$ cat src/rtl/core/lgi_pkg.sv
// Shared types and constants of the Lagrange interpolator.
package lgi_pkg;

	// Field widths of the words on the ports
	localparam int VALUE_WIDTH = 32;
	localparam int INDEX_W     = 4;
	localparam int COUNT_W     = 5;
	localparam logic [COUNT_W-1:0] COUNT_RESET = 5'd4;

	// Datapath widths of the shared multiply-divide unit
	localparam int MAG_W      = 32;
	localparam int WEIGHT_W   = 63;
	localparam int PROD_W     = WEIGHT_W + MAG_W;
	localparam int SUM_W      = 64;
	localparam int DIV_CNT_W  = 6;

	// Clip limits of weight and term magnitudes
	localparam logic [WEIGHT_W-1:0] WEIGHT_CAP = 63'd1 << 62;
	localparam logic [WEIGHT_W-1:0] TERM_CAP   = 63'd1 << 56;

	typedef enum logic {
		MODE_LOAD = 1'b0,
		MODE_EVAL = 1'b1
	} mode_t;

	typedef struct packed {
		mode_t                     mode;
		logic [INDEX_W-1:0]        point_index;
		logic signed [VALUE_WIDTH-1:0] x_value;
		logic signed [VALUE_WIDTH-1:0] y_value;
	} cmd_word_t;

	typedef struct packed {
		logic signed [VALUE_WIDTH-1:0] interp_value;
		logic                          bad_nodes;
		logic                          overflow;
	} rsp_word_t;

	// Operations of the multiply-divide unit
	typedef enum logic {
		MD_FACTOR = 1'b0,
		MD_TERM   = 1'b1
	} md_op_t;

	typedef struct packed {
		logic   start;
		md_op_t op;
	} md_ctl_t;

	typedef struct packed {
		logic done;
		logic clip;
	} md_sts_t;

endpackage

$ cat src/rtl/core/lgi_muldiv.sv
// Shared multiply-divide unit: split multiply, bit-serial divide or fraction shift, with clipping.
module lgi_muldiv #(
	parameter int FRAC_BITS = 16
) (
	input  logic                           clk,
	input  logic                           arst_n,
	input  lgi_pkg::md_ctl_t               ctl,
	input  logic [lgi_pkg::WEIGHT_W-1:0]   a_mag,
	input  logic [lgi_pkg::MAG_W-1:0]      b_mag,
	input  logic [lgi_pkg::MAG_W-1:0]      d_mag,
	output lgi_pkg::md_sts_t               sts,
	output logic [lgi_pkg::WEIGHT_W-1:0]   result
);

	localparam int WW = lgi_pkg::WEIGHT_W;
	localparam int MW = lgi_pkg::MAG_W;
	localparam int PW = lgi_pkg::PROD_W;
	localparam int CW = lgi_pkg::DIV_CNT_W;

	typedef enum logic [2:0] {
		S_IDLE,
		S_MUL_LO,
		S_MUL_HI,
		S_SUM,
		S_EVAL,
		S_DIV,
		S_FIN
	} state_t;

	state_t              state_q;
	lgi_pkg::md_op_t     op_q;
	logic [WW-1:0]       a_q;
	logic [MW-1:0]       b_q;
	logic [MW-1:0]       d_q;
	logic [2*MW-1:0]     lo_q;
	logic [WW-1:0]       hi_q;
	logic [PW-1:0]       prod_q;
	logic [MW-1:0]       rem_q;
	logic [WW-1:0]       quo_q;
	logic [CW-1:0]       cnt_q;
	logic [WW-1:0]       result_q;
	logic                done_q;
	logic                clip_q;

	logic [MW-1:0]       mul_a;
	logic [2*MW-1:0]     mul_p;
	logic [PW-1:0]       shifted;
	logic [MW:0]         cur;
	logic [MW:0]         cur_sub;
	logic                qbit;
	logic                early_fin;

	// One multiplier, fed with the low or the high limb of the weight
	assign mul_a = (state_q == S_MUL_LO) ? a_q[MW-1:0] : {1'b0, a_q[WW-1:MW]};
	assign mul_p = {{MW{1'b0}}, mul_a} * {{MW{1'b0}}, b_q};

	// Term scaling drops the fraction bits
	assign shifted = prod_q >> FRAC_BITS;

	// One restoring divide step
	assign cur     = {rem_q, quo_q[WW-1]};
	assign cur_sub = cur - {1'b0, d_q};
	assign qbit    = (cur >= {1'b0, d_q});

	// A term, or a factor whose quotient reaches 2^63, ends without the divide
	assign early_fin = (op_q == lgi_pkg::MD_TERM) || (prod_q[PW-1:WW] >= d_q);

	// Sequence multiply, combine, check and divide
	always_ff @(posedge clk or negedge arst_n) begin
		if (!arst_n) begin
			state_q <= S_IDLE;
			done_q  <= 1'b0;
			clip_q  <= 1'b0;
		end else begin
			done_q <= (state_q == S_FIN) || ((state_q == S_EVAL) && early_fin);
			unique case (state_q)
				S_IDLE: begin
					if (ctl.start) begin
						op_q    <= ctl.op;
						a_q     <= a_mag;
						b_q     <= b_mag;
						d_q     <= d_mag;
						state_q <= S_MUL_LO;
					end
				end
				S_MUL_LO: begin
					lo_q    <= mul_p;
					state_q <= S_MUL_HI;
				end
				S_MUL_HI: begin
					hi_q    <= mul_p[WW-1:0];
					state_q <= S_SUM;
				end
				S_SUM: begin
					prod_q[MW-1:0]  <= lo_q[MW-1:0];
					prod_q[PW-1:MW] <= hi_q + {{(WW-MW){1'b0}}, lo_q[2*MW-1:MW]};
					state_q         <= S_EVAL;
				end
				S_EVAL: begin
					if (op_q == lgi_pkg::MD_TERM) begin
						clip_q   <= (shifted > {{MW{1'b0}}, lgi_pkg::TERM_CAP});
						result_q <= (shifted > {{MW{1'b0}}, lgi_pkg::TERM_CAP}) ?
							lgi_pkg::TERM_CAP : shifted[WW-1:0];
						state_q  <= S_IDLE;
					end else if (prod_q[PW-1:WW] >= d_q) begin
						// quotient reaches 2^63: far above the weight cap
						clip_q   <= 1'b1;
						result_q <= lgi_pkg::WEIGHT_CAP;
						state_q  <= S_IDLE;
					end else begin
						rem_q   <= prod_q[PW-1:WW];
						quo_q   <= prod_q[WW-1:0];
						cnt_q   <= '0;
						state_q <= S_DIV;
					end
				end
				S_DIV: begin
					rem_q <= qbit ? cur_sub[MW-1:0] : cur[MW-1:0];
					quo_q <= {quo_q[WW-2:0], qbit};
					cnt_q <= cnt_q + 1'b1;
					if (cnt_q == CW'(WW - 1)) begin
						state_q <= S_FIN;
					end
				end
				S_FIN: begin
					clip_q   <= (quo_q > lgi_pkg::WEIGHT_CAP);
					result_q <= (quo_q > lgi_pkg::WEIGHT_CAP) ? lgi_pkg::WEIGHT_CAP : quo_q;
					state_q  <= S_IDLE;
				end
				default: begin
					state_q <= S_IDLE;
				end
			endcase
		end
	end

	assign sts.done = done_q;
	assign sts.clip = clip_q;
	assign result   = result_q;

endmodule

$ cat config.mk
export PLATFORM = sky130hd
export DESIGN_NAME = lgi_muldiv
export DESIGN_NICKNAME = d
export VERILOG_FILES = /design/src/rtl/core/lgi_pkg.sv /design/src/rtl/core/lgi_muldiv.sv
export SDC_FILE = /design/constraint.sdc
export NUM_CORES = 2
export LEC_CHECK = 0
export BUFFER_PORTS_ARGS = -buffer_cell sky130_fd_sc_hd__clkbuf_2
export CELL_PAD_IN_SITES_DETAIL_PLACEMENT = 0
export CELL_PAD_IN_SITES_GLOBAL_PLACEMENT = 1
export CORE_UTILIZATION = 50
export CTS_CLUSTER_DIAMETER = 150
export DETAILED_ROUTE_END_ITERATION = 8
export PLACE_DENSITY = 0.91
export SYNTH_ARGS = -nofsm -noshare
export SYNTH_HDL_FRONTEND = slang
export SYNTH_SLANG_ARGS = --single-unit
$ cat constraint.sdc
create_clock -name clk -period 25.1 [get_ports clk]
set_input_delay 2.51 -clock clk [delete_from_list [all_inputs] [get_ports clk]]
set_output_delay 2.51 -clock clk [all_outputs]
set_load 0.1 [all_outputs]
==> reports/qor.txt <==
Number of synthesized flops with an enable pin -> 514
Fmax -> 0.09593 GHz
Worst slew margin -> 25.86%
Post-synthesis register bit count -> 519
Most used cell, CP -> fa_1
Clock sink count -> 519
CTS clk-pin slew, worst paths -> 0.06 ns
Setup_tns -> 0 ns
Finished Cell Area -> 60,620 um2
Routed WL -> 150.0 mm
Distinct cells, synth -> 83
Initial DRT Pass Iterations -> 6
Via density per instance -> 5.613
Req. time, crit path -> 25.49 ns
Syn Area/Cell -> 10.45 um2
Syn. warnings -> 0
Crit path to -> hi_q[61]
Hold Path Cell Cnt -> 0
Slowest cell delay on critical path -> 0.74 ns
Hold Buf Count CTS -> 0
Min Tclk post-route -> 10.42 ns
Tcrit/Tclk final -> 41.53%
Worst setup path start -> state_q[1]
CTS resizes -> 0
Setup Buffers After CTS -> 0
Port bufs -> 195
Clock Path Buffers -> 3
CP arrival -> 10.82 ns
Startpoint types -> flop
Clock Skews -> 0.04321 ns
Area fraction of the dominant cell type after synthesis -> 31.81%
Vias in the first global route -> 41,073
Die area -> 114,400 um2
Initial core utilization -> 50.72%
CTS tree -> yes
Layout cells sized above 1 -> 7.657%
Worst Setup End Kind -> flop
Placed inst area -> 58,740 um2
DR vias -> 39,144
Fin. max-slew vios -> 0
Post-DP HPWL -> 110.8 mm
Asr flop ratio synth -> 0.9634%
Final core occ -> 54.40%
WS Path Type -> reg -> reg
Final Hold Viols -> 0
Worst-margin pin slew -> 1.112 ns
Final ANT Viol Nets -> 0
Die height -> 338.2 um
Clk Latency, worst-skew pair -> 0.68 ns
WL/cell -> 21.51 um
Most common cell after layout, fill and taps aside -> inv_1
Largest cells by area after synthesis -> fa_1, edfxtp_1, ha_1, and2_1, inv_1
RePlAce Congestion -> 0.9263
Max-cap violations -> 0
Total GRT Usage -> 26.46%
Reg2reg end -> hi_q[61]
I/O Pins -> 196
H-tree levels -> 2
Reg2reg start -> state_q[1]
Cell taking the most area after synthesis -> fa_1
Syn Nets -> 6,801
Residual DRC -> 0
WP buf/inv -> 6
Core area -> 111,400 um2
Number of cells on the worst reg-to-reg path -> 29
Largest net degree at the start of global routing -> 83
Layout net count -> 6,827
Netlist Area Pre-Place -> 56,520 um2
Setup Viol. Count Final -> 0
Instance count on the critical path -> 29
Crit-path leading delay family -> adder cells
CTS buffer count -> 56
Cells after synthesis -> 5,411
Total grt overflow -> 0
Status -> completed
Global-route wire length before repair -> 233.6 mm
Slowest CP cell -> mux2_2
Die Wd -> 338.2 um
HP Class -> reg -> reg
Antenna violations before repair -> 6
Layout area overhead -> 7.259%
Commonest cells after routing, fill and taps aside -> inv_1, fa_1, nand2_1
RSZ-0062 raised after global routing -> no
FF-to-FF setup slack -> 14.68 ns
Ys flop type -> edfxtp_1
Worst-path fanout max -> 37
Post-synthesis sequential area ratio -> 27.53%
DR iter-0 viols -> 3,601
Site Rows -> 122
Root Buffer -> clkbuf_16
layer usage:
| layer | part of all wire (%) | routed length, um | track usage, % |
|---|---|---|---|
| met4 | 3.8 | 5697 | 9.441 |
| met1 | 40 | 60720 | 35.00 |
| met3 | 9.5 | 14270 | 6.699 |
| met5 | 0.038 | 57 | 0 |
| met2 | 46 | 69290 | 42.18 |
cells by family after synthesis:
family | count (synthesis) | synth area share, %
muxes | 57 | 1.080
xor gates and xnor gates | 147 | 2.278
and+or+nand+nor | 1690 | 14.87
AOI/OAI and AO/OA | 526 | 6.318
DFF | 519 | 27.53
adders and majority gates | 1259 | 39.80
buffers and inverters | 1213 | 8.125
synth_stat cells (all sizes together), types with 86 or more instances:
| master | n |
|---|---|
| nand2 | 747 |
| o21ai | 93 |
| a21o | 86 |
| edfxtp | 514 |
| and2 | 589 |
| a21oi | 143 |
| nor2 | 102 |
| fa | 898 |
| inv | 931 |
| xnor2 | 89 |
| clkbuf | 259 |
| ha | 361 |
flip-flops by register name (all words and copies together), names as in the netlist, 3 cells and up:
signal and flops:
cnt_q 6, d_q 32, quo_q 63, hi_q 63, rem_q 32, lo_q 64, a_q 63, prod_q 95
result 63, state_q 3, b_q 32
through the flow:
step	setup WS (ns)	cells	hold WS (ns)
final	14.68	6974	0.4150
after detailed placement	14.80	6867	0.4045
after floorplan	15.54	5411	0.4003
after global placement	15.01	6867	0.4040
after CTS	14.83	6973	0.4164
after global routing	14.41	6973	0.4194
layout make-up:
class,instances,area [um2]
fill,9638,50810
multi-input combinational,3679,36440
sequential,519,15560
inverter,932,3498
tap,1488,1862
clock buffer,66,1459
timing repair buffer,249,1381
clock inverter,40,419.2
antenna,1,2.502
worst min-delay path by stage:
stage,startpoint,end
2_1_floorplan,lo_q[0],prod_q[0]
3_3_place_gp,lo_q[19],prod_q[19]
3_5_place_dp,lo_q[10],prod_q[10]
4_1_cts,lo_q[5],prod_q[5]
5_1_grt,lo_q[5],prod_q[5]
6_report,lo_q[5],prod_q[5]
Power is left out: the tool's default activity adds up to more than one toggle a clock period on the data nets, which glitch-free logic cannot reach.
