File: src/rtl/core/lgi_pkg.sv
// Shared types and constants of the Lagrange interpolator.
package lgi_pkg;

	// Field widths of the words on the ports
	localparam int VALUE_WIDTH = 32;
	localparam int INDEX_W     = 4;
	localparam int COUNT_W     = 5;
	localparam logic [COUNT_W-1:0] COUNT_RESET = 5'd4;

	// Datapath widths of the shared multiply-divide unit
	localparam int MAG_W      = 32;
	localparam int WEIGHT_W   = 63;
	localparam int PROD_W     = WEIGHT_W + MAG_W;
	localparam int SUM_W      = 64;
	localparam int DIV_CNT_W  = 6;

	// Clip limits of weight and term magnitudes
	localparam logic [WEIGHT_W-1:0] WEIGHT_CAP = 63'd1 << 62;
	localparam logic [WEIGHT_W-1:0] TERM_CAP   = 63'd1 << 56;

	typedef enum logic {
		MODE_LOAD = 1'b0,
		MODE_EVAL = 1'b1
	} mode_t;

	typedef struct packed {
		mode_t                     mode;
		logic [INDEX_W-1:0]        point_index;
		logic signed [VALUE_WIDTH-1:0] x_value;
		logic signed [VALUE_WIDTH-1:0] y_value;
	} cmd_word_t;

	typedef struct packed {
		logic signed [VALUE_WIDTH-1:0] interp_value;
		logic                          bad_nodes;
		logic                          overflow;
	} rsp_word_t;

	// Operations of the multiply-divide unit
	typedef enum logic {
		MD_FACTOR = 1'b0,
		MD_TERM   = 1'b1
	} md_op_t;

	typedef struct packed {
		logic   start;
		md_op_t op;
	} md_ctl_t;

	typedef struct packed {
		logic done;
		logic clip;
	} md_sts_t;

endpackage

File: src/rtl/core/lgi_node_store.sv
// Node store: abscissa and ordinate memories with registered reads.
module lgi_node_store #(
	parameter int MAX_POINTS = 16,
	parameter int IDX_W      = 4
) (
	input  logic                                  clk,
	input  logic                                  we,
	input  logic [IDX_W-1:0]                      waddr,
	input  logic signed [lgi_pkg::VALUE_WIDTH-1:0] wx,
	input  logic signed [lgi_pkg::VALUE_WIDTH-1:0] wy,
	input  logic [IDX_W-1:0]                      raddr_i,
	input  logic [IDX_W-1:0]                      raddr_j,
	output logic signed [lgi_pkg::VALUE_WIDTH-1:0] rd_xi,
	output logic signed [lgi_pkg::VALUE_WIDTH-1:0] rd_xj,
	output logic signed [lgi_pkg::VALUE_WIDTH-1:0] rd_yi
);

	logic signed [lgi_pkg::VALUE_WIDTH-1:0] x_mem [MAX_POINTS];
	logic signed [lgi_pkg::VALUE_WIDTH-1:0] y_mem [MAX_POINTS];

	// Write one node per load word
	always_ff @(posedge clk) begin
		if (we) begin
			x_mem[waddr] <= wx;
			y_mem[waddr] <= wy;
		end
	end

	// Read both abscissae of the current pair and the ordinate of the term node
	always_ff @(posedge clk) begin
		rd_xi <= x_mem[raddr_i];
		rd_xj <= x_mem[raddr_j];
		rd_yi <= y_mem[raddr_i];
	end

endmodule

File: config.mk
export PLATFORM = sky130hd
export DESIGN_NAME = lgi_node_store
export DESIGN_NICKNAME = d
export VERILOG_FILES = /design/src/rtl/core/lgi_pkg.sv /design/src/rtl/core/lgi_node_store.sv
export SDC_FILE = /design/constraint.sdc
export NUM_CORES = 1
export LEC_CHECK = 0
export BUFFER_PORTS_ARGS = -buffer_cell sky130_fd_sc_hd__buf_4
export CORE_ASPECT_RATIO = 0.7
export CORE_MARGIN = 3
export CORE_UTILIZATION = 60
export CTS_BUF_LIST = sky130_fd_sc_hd__clkbuf_8
export DETAILED_ROUTE_END_ITERATION = 6
export HOLD_SLACK_MARGIN = 0.06
export PLACE_DENSITY_LB_ADDON = 0.15
export SLEW_MARGIN = 10
export SYNTH_ARGS = -nofsm -noshare
export SYNTH_HDL_FRONTEND = slang
export SYNTH_SLANG_ARGS = --single-unit
File: constraint.sdc
create_clock -name clk -period 9.7 [get_ports clk]
set_clock_uncertainty 0.2 [all_clocks]
set_input_delay 0.97 -clock clk [delete_from_list [all_inputs] [get_ports clk]]
set_output_delay 0.97 -clock clk [all_outputs]
set_load 0.1 [all_outputs]
==> impl_metrics.env, run 1 <==
export IMPL_status="completed"
export IMPL_crit_fanout=53
export IMPL_grt_pass1_vias=22903
export IMPL_fin_ws_ns=6.18
export IMPL_power_total_mw=9.90
export IMPL_setup_violations=0
export IMPL_required_ns=10.20
export IMPL_yosys_top_cells_count="1024 x edfxtp_1, 384 x mux4_2, 192 x a22oi_1"
export IMPL_min_from="wx[29]"
export IMPL_synthToLayoutAreaGrowth_pct=12.3
export IMPL_root_buffer="clkbuf_8"
export IMPL_ant_nets=0
export IMPL_rows=82
export IMPL_synth_area_mux_share=0.197
export IMPL_core_area_sq_mm=0.0720
export IMPL_worst_pin_slew_ns=1.10
export IMPL_die_h_um=232
export IMPL_synth_fa_ha_area_frac=0
export IMPL_met3_usage=0.0578
export IMPL_grt_use_met1=0.389
export IMPL_grt_busiest_layer="met2"
export IMPL_period_share=0.363
export IMPL_synthFlopType="edfxtp_1"
export IMPL_final_cell_count_no_fill=3298
export IMPL_cp_cell_sequence="clkbuf_8 > buf_4 > buf_4 > mux4_2 > a22oi_1 > nand2_1"
export IMPL_place_area_sq_mm=0.0463
export IMPL_syn_nets=2028
export IMPL_clock_sinks=1120
export IMPL_postCtsSetupBuffers=0
export IMPL_cts_resized=0
export IMPL_dp_slack_ns=5.23
export IMPL_synth_simple_area_share=0.0117
export IMPL_ff2ff_setup_slack_ns=8.09
export IMPL_synth_edf_count=1024
export IMPL_track_usage=0.274
export IMPL_yosysMostFrequentCell="edfxtp_1"
export IMPL_cts_hold_buffers_added=0
export IMPL_path_clk_slew_ns=0.06
export IMPL_critical_path_slowest_cell="buf_4"
export IMPL_avgSynthCellArea_sq_um=22.5
export IMPL_holdWs_ns=0.253
export IMPL_holdPathStages=1
export IMPL_tns_ns=0
export IMPL_syn_instance_count=1950
export IMPL_fill_cells=4509
export IMPL_io_pin_count=174
export IMPL_reg2reg_from="x_mem[11][24]"
export IMPL_hold_path_end="x_mem[12][29]"
export IMPL_p_per_area_mw_per_mm2=201
export IMPL_cp_start_kind="input pin"
export IMPL_cts_tree="yes"
export IMPL_async_reset_ff_frac=0
export IMPL_yosysTopAreaCell="edfxtp_1"
export IMPL_worst_path_largest_cell_delay_ns=0.77
export IMPL_grt_pass1_wl_mm=150
export IMPL_finalNetCount=2277
export IMPL_worst_r2r_endpoint="rd_xi[24]"
export IMPL_worstRegToRegCells=3
export IMPL_via_per_inst=6.70
export IMPL_final_max_slew_viol_count=0
export IMPL_placedCellCount=3004
export IMPL_vdd_ir_drop_worst_v=0.000144
export IMPL_grt_antenna_before_repair=3
export IMPL_wl_per_cell_um=31.0
export IMPL_yosysSeqAreaShare=0.744
export IMPL_drc=0
export IMPL_maxSlewHeadroom=0.265
export IMPL_ys_seq_elements=1120
export IMPL_path_common_cell="buf_4"
export IMPL_crit_family="buffers and inverters"
export IMPL_p_leak_nw=16.2
export IMPL_netlist_area_sq_mm=0.0439
export IMPL_synth_top_area_share=0.700
export IMPL_fmax_ghz=0.284
export IMPL_synth_compound_area_frac=0.0328
export IMPL_ys_types=18
export IMPL_final_util=0.684
export IMPL_route_vias_total=22101
export IMPL_die_area_sq_mm=0.0765
export IMPL_start_util=0.610
export IMPL_critical_path_buf_inv_count=3
export IMPL_finish_instance_area_sq_mm=0.0493
export IMPL_h_tree_depth=4
export IMPL_cts_buffers_inserted=159
export IMPL_rsz0062_at_grt="false"
export IMPL_grt_max_degree=145
export IMPL_die_w_um=329
export IMPL_ys_top_cells_by_area="edfxtp_1 70%, mux4_2 20%, dfxtp_1 4.4%"
export IMPL_grt_overflow=0
export IMPL_gp_congestion=0.738
export IMPL_synth_xor_area_frac=0
export IMPL_crit_arrival_ns=4.02
export IMPL_min_period_ns=3.52
export IMPL_clock_path_buffers=3
export IMPL_port_buffers=173
export IMPL_drt_iter0_drc=2539
export IMPL_critPathKind="input pin to flop"
export IMPL_drv_cap=0
export IMPL_gr_usage_met2=0.438
export IMPL_synth_top_family_by_area="multiplexers"
export IMPL_drive_gt1_frac=0.353
export IMPL_yosys_warnings=0
export IMPL_place_hpwl_mm=48.3
export IMPL_clk_latency_ns=0.81
export IMPL_drt_pass1_iterations=7
export IMPL_hold_viol=0
export IMPL_wirelength_mm=102
export IMPL_critPathCaptureType="flop"
export IMPL_min_path_type="input pin to flop"
## state kept, by name, summed over array words and instances (netlist names)
name and flops:
rd_xi 32, x_mem 512, y_mem 512, rd_yi 32
rd_xj 32
## how the worst max path moves through the flow
stage	start	endpoint	slack (ns)	cells past startpoint
2_1_floorplan	waddr[3]	x_mem[0][0]	3.10	2
6_report	raddr_j[0]	rd_xj[26]	6.18	6
3_5_place_dp	raddr_j[0]	rd_xj[26]	5.23	6
5_1_grt	raddr_j[0]	rd_xj[26]	5.81	6
3_3_place_gp	raddr_j[0]	rd_xj[24]	5.29	6
4_1_cts	raddr_j[0]	rd_xj[26]	6.13	6
## cells in the final DEF, fill, tap and decap left out, types with 3 or more instances in the layout
master / synthesis / layout
inv_6: 0 / 5
edfxtp_1: 1024 / 1024
mux4_2: 384 / 384
clkinvlp_4: 0 / 9
buf_4: 20 / 210
a22oi_1: 192 / 192
inv_1: 0 / 71
nor2b_4: 0 / 4
clkbuf_8: 0 / 174
bufinv_16: 0 / 3
clkinv_2: 0 / 9
nor2_4: 0 / 14
nor3_2: 0 / 4
nand2_1: 97 / 97
clkinv_1: 0 / 21
diode_2: 0 / 3
dfxtp_1: 96 / 96
## metal layers
layer / share of wire / wire [um]
met1: 0.39 / 39800
met3: 0.091 / 9300
met5: 0.00029 / 30
met2: 0.49 / 50500
met4: 0.025 / 2510
## cell families (layout without fill, tap and decap cells)
logic type,Yosys count,after routing
other,0,3
flip-flops,1120,1120
buffers and inverters,127,506
AND/OR/NAND/NOR,127,127
AO/OA/AOI/OAI,192,192
multiplexers,384,384
## worst reg2reg max path: cells and delay by family, from the launching register on
| kind | cells | cell delay (ns) |
|---|---|---|
| flops | 1 | 0.39 |
| compound gates | 1 | 0.27 |
| mux | 1 | 0.47 |
| simple gates | 1 | 0.14 |
## area by class of cell
cell class | instances | area, sq um | share of cell area
multi-input cells | 703 | 10800 | 0.218
clock inverters | 118 | 592 | 0.0120
clock buffers | 173 | 2380 | 0.0483
flip-flops and latches | 1120 | 32700 | 0.663
repair buffers | 215 | 1660 | 0.0337
well taps | 966 | 1210 | 0.0245
diodes | 3 | 7.51 | 0.000152
## report_power, final
group	leakage, nW	switching (mW)	internal, mW
Sequential	10.1	0.0573	5.40
Clock	1.76	1.73	1.73
Combinational	4.37	0.677	0.301
No activity file was read; power rests on OpenSTA's default activity.
==> run 2: changes to the inputs <==
--- a/config.mk
+++ b/config.mk
@@ -8,7 +8,7 @@
 export BUFFER_PORTS_ARGS = -buffer_cell sky130_fd_sc_hd__buf_4
 export CORE_ASPECT_RATIO = 0.7
 export CORE_MARGIN = 3
-export CORE_UTILIZATION = 60
+export CORE_UTILIZATION = 58
 export CTS_BUF_LIST = sky130_fd_sc_hd__clkbuf_8
 export DETAILED_ROUTE_END_ITERATION = 6
 export HOLD_SLACK_MARGIN = 0.06
==> constraint.sdc (replaced) <==
create_clock -name clk -period 3.15 [get_ports clk]
set_clock_uncertainty 0.2 [all_clocks]
set_input_delay 0.315 -clock clk [delete_from_list [all_inputs] [get_ports clk]]
set_output_delay 0.315 -clock clk [all_outputs]
set_load 0.1 [all_outputs]
==> run 2 against run 1 <==
- count of clock-buffer cells in the layout grew 10
- sequential share of layout area shrank 2.1 points
- hold slack lost 0.10 ns
- global-route usage shrank 1.1 points
- non-clock buffer count grew 110
- sequential power grew to 3.1 times the previous value
- total power grew to 3.1 times the previous value
- utilization grew 0.23 points
- cell count grew 3.6%
- critical path depth grew 2
- critical path type unchanged
- largest cell class unchanged
- largest power group unchanged
==> impl_metrics.env, run 2 (synthesis gave the netlist of run 1 again) <==
export IMPL_h_tree_depth=4
export IMPL_final_common_cell="edfxtp_1"
export IMPL_grt_overflow=0
export IMPL_critPathKind="input pin to flop"
export IMPL_ant_nets=0
export IMPL_die_w_um=335
export IMPL_path_common_cell="dlygate4sd3_1"
export IMPL_worst_pin_slew_ns=0.846
export IMPL_worst_path_largest_cell_delay_ns=0.56
export IMPL_min_path_type="input pin to flop"
export IMPL_period_share=0.919
export IMPL_port_buffers=173
export IMPL_placedCellCount=3039
export IMPL_place_hpwl_mm=50.2
export IMPL_drv_cap=0
export IMPL_finish_instance_area_sq_mm=0.0509
export IMPL_place_area_sq_mm=0.0470
export IMPL_track_usage=0.263
export IMPL_cp_start_kind="input pin"
export IMPL_switching_share=0.246
export IMPL_vdd_ir_drop_worst_v=0.000458
export IMPL_p_leak_nw=16.9
export IMPL_die_h_um=236
export IMPL_rsz0062_at_grt="false"
export IMPL_clock_sinks=1120
export IMPL_maxSlewHeadroom=0.435
export IMPL_switching_power_mw=7.57
export IMPL_wirelength_mm=102
export IMPL_start_util=0.592
export IMPL_drt_pass1_iterations=5
export IMPL_grt_antenna_before_repair=1
export IMPL_cp_cell_sequence="dlygate4sd3_1 > buf_4 > buf_12 > mux4_2 > a22oi_1 > dlygate4sd3_1 > nand2_1 > dlygate4sd3_1"
export IMPL_gp_congestion=0.743
export IMPL_cts_tree="yes"
export IMPL_drive_gt1_frac=0.350
export IMPL_cts_buffers_inserted=158
export IMPL_grt_max_degree=65
export IMPL_combPwrFrac=0.104
export IMPL_root_buffer="clkbuf_8"
export IMPL_synthToLayoutAreaGrowth_pct=16.0
export IMPL_fmax_ghz=0.345
export IMPL_final_max_slew_viol_count=0
export IMPL_grt_pass1_wl_mm=151
export IMPL_p_clk_frac=0.349
export IMPL_status="completed"
export IMPL_core_area_sq_mm=0.0741
export IMPL_mostFrequentLayoutCells="1024 x edfxtp_1, 384 x mux4_2, 194 x buf_4, 192 x a22oi_1, 184 x clkbuf_8"
export IMPL_critPathCaptureType="flop"
export IMPL_clk_latency_ns=0.81
export IMPL_hold_viol=0
export IMPL_crit_fanout=40
export IMPL_fill_cells=4631
export IMPL_critical_path_slowest_cell="dlygate4sd3_1"
export IMPL_cts_resized=0
export IMPL_finalNetCount=2386
export IMPL_final_cell_count_no_fill=3417
export IMPL_path_clk_slew_ns=0.06
export IMPL_min_from="wy[4]"
export IMPL_min_period_ns=2.90
export IMPL_reg2reg_from="x_mem[15][15]"
export IMPL_die_area_sq_mm=0.0791
export IMPL_clock_path_buffers=3
export IMPL_route_vias_total=22233
export IMPL_required_ns=3.63
export IMPL_rows=83
export IMPL_reg_top3="x_mem (512), y_mem (512)"
export IMPL_p_per_area_mw_per_mm2=604
export IMPL_setup_violations=0
export IMPL_via_per_inst=6.51
export IMPL_grt_pass1_vias=23223
export IMPL_drc=0
export IMPL_seq_power_share=0.547
export IMPL_io_pin_count=174
export IMPL_diodes=0
export IMPL_p_int_mw=23.2
export IMPL_crit_arrival_ns=3.38
export IMPL_cp_startpoint="raddr_j[1]"
export IMPL_wl_per_cell_um=29.8
export IMPL_drt_iter0_drc=2401
[run 2: cell count changes in the layout (fill, tap and decap cells not counted), sizes merged]
cell / change
diode: -3
bufinv: -1
clkbuf: +10
inv: -6
clkinvlp: -2
buf: +24
dlygate4sd3: +86
[run 2: path summary, 6_finish.rpt]
kind            endpoint  slack [ns]  cells past startpoint
max             rd_xj[9]        0.25                      8
min          y_mem[8][4]        0.15                      2
max reg2reg    rd_xi[15]        0.61                      5
min reg2reg    rd_yi[27]        0.47                      3
[run 2: power groups by stage]
stage | Sequential, mW | Clock (mW) | Combinational [mW]
final | 16.8 | 10.7 | 3.20
after global routing | 16.8 | 11.6 | 3.35
after CTS | 16.8 | 11.0 | 3.22
after detailed placement | 17.1 | 0 | 3.12
after global placement | 17.1 | 0 | 3.09
after floorplan | 18.1 | 0 | 1.12
[run 2: layout make-up]
cell class / instances / area, sq um / area share
Multi-Input combinational cell: 703 / 10800 / 0.212
Clock buffer: 183 / 2520 / 0.0495
Timing Repair Buffer: 325 / 3200 / 0.0629
Clock inverter: 109 / 508 / 0.00998
Sequential cell: 1120 / 32700 / 0.642
Tap cell: 977 / 1220 / 0.0240
[run 2: repair_timing]
item	4_1_cts	5_1_grt
hold buffers	87	0
endpoints found under the hold margin	1363	0
setup buffers	0	0
setup endpoints to repair	0	1
[run 2: critical path: cells and delay by family]
family	cells	cell delay, ns
buffers and inverters	5	2.47
AOI/OAI and AO/OA	1	0.18
muxes	1	0.34
and+or+nand+nor	1	0.05
[run 2: through the flow]
| step | setup TNS (ns) | setup slack [ns] | hold slack [ns] | utilization | power, mW |
|---|---|---|---|---|---|
| 2_1_floorplan | -256.77 | -1.06 | 0.214 | - | 19.2 |
| 5_1_grt | 0 | 0.202 | 0.123 | 0.687 | 31.8 |
| 3_3_place_gp | 0 | 0.804 | 0.403 | 0.634 | 20.2 |
| 4_1_cts | 0 | 0.0851 | 0.0609 | 0.687 | 31.0 |
| 3_5_place_dp | 0 | 0.791 | 0.413 | 0.634 | 20.2 |
| 6_report | 0 | 0.254 | 0.153 | 0.687 | 30.7 |
[run 2: metal layers]
layer,vias to the layer above,GRT usage,wire (um)
met2,1056,0.433,51700
met3,193,0.0510,7640
met1,11797,0.363,39800
li1,9185,-,-
met4,2,0.0846,2670
met5,-,0,7
